<file path="src/sv/indexed_list_insert_erase_defines.svh">
// Assertion macros shared by the list RTL.
// Each macro expects clk_i and rst_ni in scope.
`ifndef INDEXED_LIST_INSERT_ERASE_DEFINES_SVH
`define INDEXED_LIST_INSERT_ERASE_DEFINES_SVH

// Plain property, checked on every clock edge out of reset
`define ILIE_ASSERT(lbl, prop, msg) \
  lbl: assert property (@(posedge clk_i) disable iff (!rst_ni) (prop)) else $error(msg);

// Same-cycle implication
`define ILIE_ASSERT_IMP(lbl, ante, cons, msg) \
  lbl: assert property (@(posedge clk_i) disable iff (!rst_ni) (ante) |-> (cons)) else $error(msg);

// Next-cycle implication
`define ILIE_ASSERT_NXT(lbl, ante, cons, msg) \
  lbl: assert property (@(posedge clk_i) disable iff (!rst_ni) (ante) |=> (cons)) else $error(msg);

`endif

</file>
<file path="src/sv/ilie_pkg.sv">
package ilie_pkg;

  // Request kinds carried in the input tuser
  typedef enum logic [1:0] {
    REQ_INSERT = 2'd0,
    REQ_ERASE  = 2'd1,
    REQ_READ   = 2'd2,
    REQ_RESIZE = 2'd3
  } req_e;

  // Result status carried in the output tuser
  typedef enum logic [1:0] {
    ST_OK     = 2'd0,
    ST_FULL   = 2'd1,
    ST_BADPOS = 2'd2,
    ST_TOOBIG = 2'd3
  } status_e;

  // Operation broadcast to every cell of the row
  typedef enum logic [1:0] {
    OP_NONE   = 2'd0,
    OP_INSERT = 2'd1,
    OP_ERASE  = 2'd2,
    OP_RESIZE = 2'd3
  } op_e;

  // Controller states
  typedef enum logic [1:0] {
    S_IDLE   = 2'b01,
    S_GATHER = 2'b10
  } state_e;

  // Fixed widths of the word fields
  localparam int unsigned POS_W  = 7;
  localparam int unsigned VAL_W  = 32;
  localparam int unsigned LEN_W  = 7;
  localparam int unsigned STAT_W = 2;

  // Cells per first-level read reduction group
  localparam int unsigned GRP_SIZE = 8;

endpackage

</file>
<file path="src/sv/ilie_cell.sv">
module ilie_cell #(
  parameter int unsigned DATA_WIDTH = 32,
  parameter int unsigned CMP_W      = 7,
  parameter int unsigned IDX        = 0
) (
  input  logic                  clk_i,
  input  ilie_pkg::op_e         op_i,
  input  logic [CMP_W-1:0]      pos_i,
  input  logic [CMP_W-1:0]      cnt_i,
  input  logic [CMP_W-1:0]      nlen_i,
  input  logic [DATA_WIDTH-1:0] load_i,
  input  logic [DATA_WIDTH-1:0] left_i,
  input  logic [DATA_WIDTH-1:0] right_i,
  output logic [DATA_WIDTH-1:0] data_o,
  output logic [DATA_WIDTH-1:0] rd_o
);

  localparam logic [CMP_W-1:0] IdxC  = CMP_W'(IDX);
  localparam logic [CMP_W-1:0] IdxP1 = CMP_W'(IDX + 1);

  logic [DATA_WIDTH-1:0] data_q;
  logic [DATA_WIDTH-1:0] data_d;

  // Pick this cell's next entry from its own index against the broadcast
  always_comb begin
    data_d = data_q;
    unique case (op_i)
      ilie_pkg::OP_INSERT: begin
        if (IdxC == pos_i) begin
          data_d = load_i;
        end else if ((IdxC > pos_i) && (IdxC <= cnt_i)) begin
          data_d = left_i;
        end
      end
      ilie_pkg::OP_ERASE: begin
        if ((IdxC >= pos_i) && (IdxP1 < cnt_i)) begin
          data_d = right_i;
        end
      end
      ilie_pkg::OP_RESIZE: begin
        if ((IdxC >= cnt_i) && (IdxC < nlen_i)) begin
          data_d = load_i;
        end
      end
      ilie_pkg::OP_NONE: begin
        data_d = data_q;
      end
    endcase
  end

  always_ff @(posedge clk_i) begin
    data_q <= data_d;
  end

  assign data_o = data_q;

  // Drive the entry onto the read tree only when addressed
  assign rd_o = (IdxC == pos_i) ? data_q : '0;

endmodule

</file>
<file path="config.mk">
export PLATFORM = sky130hd
export DESIGN_NAME = ilie_cell
export DESIGN_NICKNAME = d
export VERILOG_FILES = /design/src/sv/indexed_list_insert_erase_defines.svh /design/src/sv/ilie_pkg.sv /design/src/sv/ilie_cell.sv
export SDC_FILE = /design/constraint.sdc
export NUM_CORES = 1
export LEC_CHECK = 0
export BUFFER_PORTS_ARGS = -buffer_cell sky130_fd_sc_hd__buf_2
export CAP_MARGIN = 0
export CORE_AREA = 2 2 80 82
export DETAILED_ROUTE_END_ITERATION = 16
export DIE_AREA = 0 0 82 84
export PLACE_DENSITY_LB_ADDON = 0.15
export SYNTH_ARGS = -nofsm -noshare
export SYNTH_HDL_FRONTEND = slang
export SYNTH_SLANG_ARGS = --single-unit
</file>
<file path="constraint.sdc">
create_clock -name clk_i -period 3.45 [get_ports clk_i]
set_input_delay 0.345 -clock clk_i [delete_from_list [all_inputs] [get_ports clk_i]]
set_output_delay 0.345 -clock clk_i [all_outputs]
set_load 0.05 [all_outputs]
</file>
==> results.txt <==
Root Driver: clkbuf_8
Worst Tran Pin Value: 0.870 ns
Max Freq: 0.402 GHz
Initial antenna violation count: 0
Initial DRC Count: 49
Port Buf Inserts: 183
Critical-path top delay cell: or4_1
Post-Synthesis Cells: 189
I/O pins: 184
Post-DRT Antenna Nets: 0
Max clock buf depth: 2
Status: completed
Final wirelength: 6390 um
Yosys reg bits: 32
Unrepaired setup endpoints after global routing: false
Die area: 6890 sq um
CTS buffer count: 5
Worst VDD drop: 0.148 mV
Average size of a mapped cell: 12.2 sq um
CP Cell Sequence: buf_2 -> or4_1 -> nor4_4 -> buf_4 -> and2_1 -> buf_2
Cell Count, Final, Fillers Out: 446
Synth Cell Area: 2310 sq um
CP dominant cell by count: buf_2
Die Height: 84 um
Pre-antenna DRT Iters: 4
Inst Count DP: 438
Min cycle time layout: 2.48 ns
Vias in the first global route: 2,108
Core Area: 6100 sq um
Most common cell after layout, fill and taps aside: buf_2
Mapped Nets: 309
Crit end category: output pin
Clock Sinks: 32
Vias per std cell: 4.89
Post CTS Setup Buffer Count: 0
Cell class contributing the biggest share of worst-path delay: simple AND/OR/NAND/NOR gates
TritonCTS clock tree: done
First-pass GRT wire length: 9460 um
Total GRT Usage: 0.180
Clock-pin slew on the worst setup and hold paths: 0.07 ns
HPWL after DPL: 4880 um
Max reg flops: 32
Critical Path Fanout Max: 38
Period Utilization, post-route: 0.720
Most frequent cells in the layout: 183 x buf_2, 94 x mux2i_1, 32 x and2_1, 32 x edfxtp_1, 5 x clkbuf_8
CP Class: input port to output pin
Gr ovfl total: 0
Final net count: 488
Synth top area cells: edfxtp_1 42%, mux2i_1 41%, and2_1 8.7%
CP bufs+invs: 3
H-Tree Level Count: 2
Final Hold Vio Count: 0
Routability congestion estimate: 0.727
Min-Delay Path Class: input port to flip-flop
Slew Viols, Final: 0
Synth unique cells: 20
Leading area contributor after synthesis: edfxtp_1
Layout cells sized above 1: 0.526
Setup TNS: 0 ns
Req. time, crit path: 3.11 ns
Max-cap violations: 0
Synth top area share: 0.416
Endpoints failing setup: 0
Yosys warns: 0
Largest net degree at the start of global routing: 39
Chip width: 82 um
Worst setup SP type: input port
DR WL/cell: 14.3 um
Leakage: 0.00168 uW
Critical path arrival: 2.14 ns
Layout area overhead: 44.6%
ANT cells: 0
Pwr dens: 267 nW/um^2
Via count: 2,183
CTS Hold Buffers Added: 0
Post-CTS sizing: 0
Part of the Yosys area used for sequential elements: 0.416
DRC errors left: 0
Initial Util: 0.379
Crit-path max cell delay: 0.56 ns
Relative slew slack: 0.419
Row cnt: 29
metal layers:
layer | vias to the layer above | track usage | share of wire
met5 | - | 0 | 0
met4 | 0 | 0.0515 | 0.012
met3 | 6 | 0.0379 | 0.086
met2 | 106 | 0.346 | 0.54
met1 | 1009 | 0.189 | 0.36
li1 | 1062 | - | -
cell families (layout without fill, tap and decap cells):
group                  count (synthesis)  in the layout  synth area share
AND/OR/NAND/NOR                       44             44             0.123
buffers and inverters                 15            195            0.0417
flip-flops                            32             32             0.416
multiplexers                          94             94             0.407
AO/OA/AOI/OAI                          4              4            0.0119
synth_stat cells, drive strengths merged:
master / n
o21a: 1
nand2b: 2
a21oi: 2
mux2i: 94
edfxtp: 32
nand4: 1
nand3: 1
and2: 32
nand2: 1
nand3b: 1
nor2: 1
clkbuf: 6
nor4: 3
buf: 9
o32a: 1
nor3: 1
or4: 1
power by group:
part / switching [uW] / internal [uW]
Sequential: 1.12 / 435
Clock: 134 / 140
Combinational: 82.9 / 98.0
worst paths after layout:
path | startpoint | slack, ns | cells after the start | endpoint
worst max-delay path | pos_i[3] | 0.97 | 6 | rd_o[23]
worst min-delay path | load_i[18] | 0.37 | 2 | data_o[18]
metrics by stage:
| stage | total power (uW) | cell area (sq um) | hold WS [ns] | setup slack, ns | utilization |
|---|---|---|---|---|---|
| floorplan | 540 | 2310 | 0.545 | 0.718 | - |
| global placement | 623 | 3260 | 0.639 | 0.979 | 0.535 |
| detailed placement | 628 | 3260 | 0.654 | 0.945 | 0.535 |
| CTS | 900 | 3340 | 0.363 | 0.944 | 0.548 |
| global route | 938 | 3340 | 0.364 | 0.854 | 0.548 |
| finish | 892 | 3340 | 0.370 | 0.965 | 0.548 |
layout make-up:
class                           instances  area (sq um)
Fill cell                             568          2750
Multi-Input combinational cell        142          1260
Sequential cell                        32           961
Timing Repair Buffer                  187           946
Tap cell                               77          96.3
Clock buffer                            7          76.3
Clock inverter                          1          3.75
No activity file was read; power rests on OpenSTA's default activity.
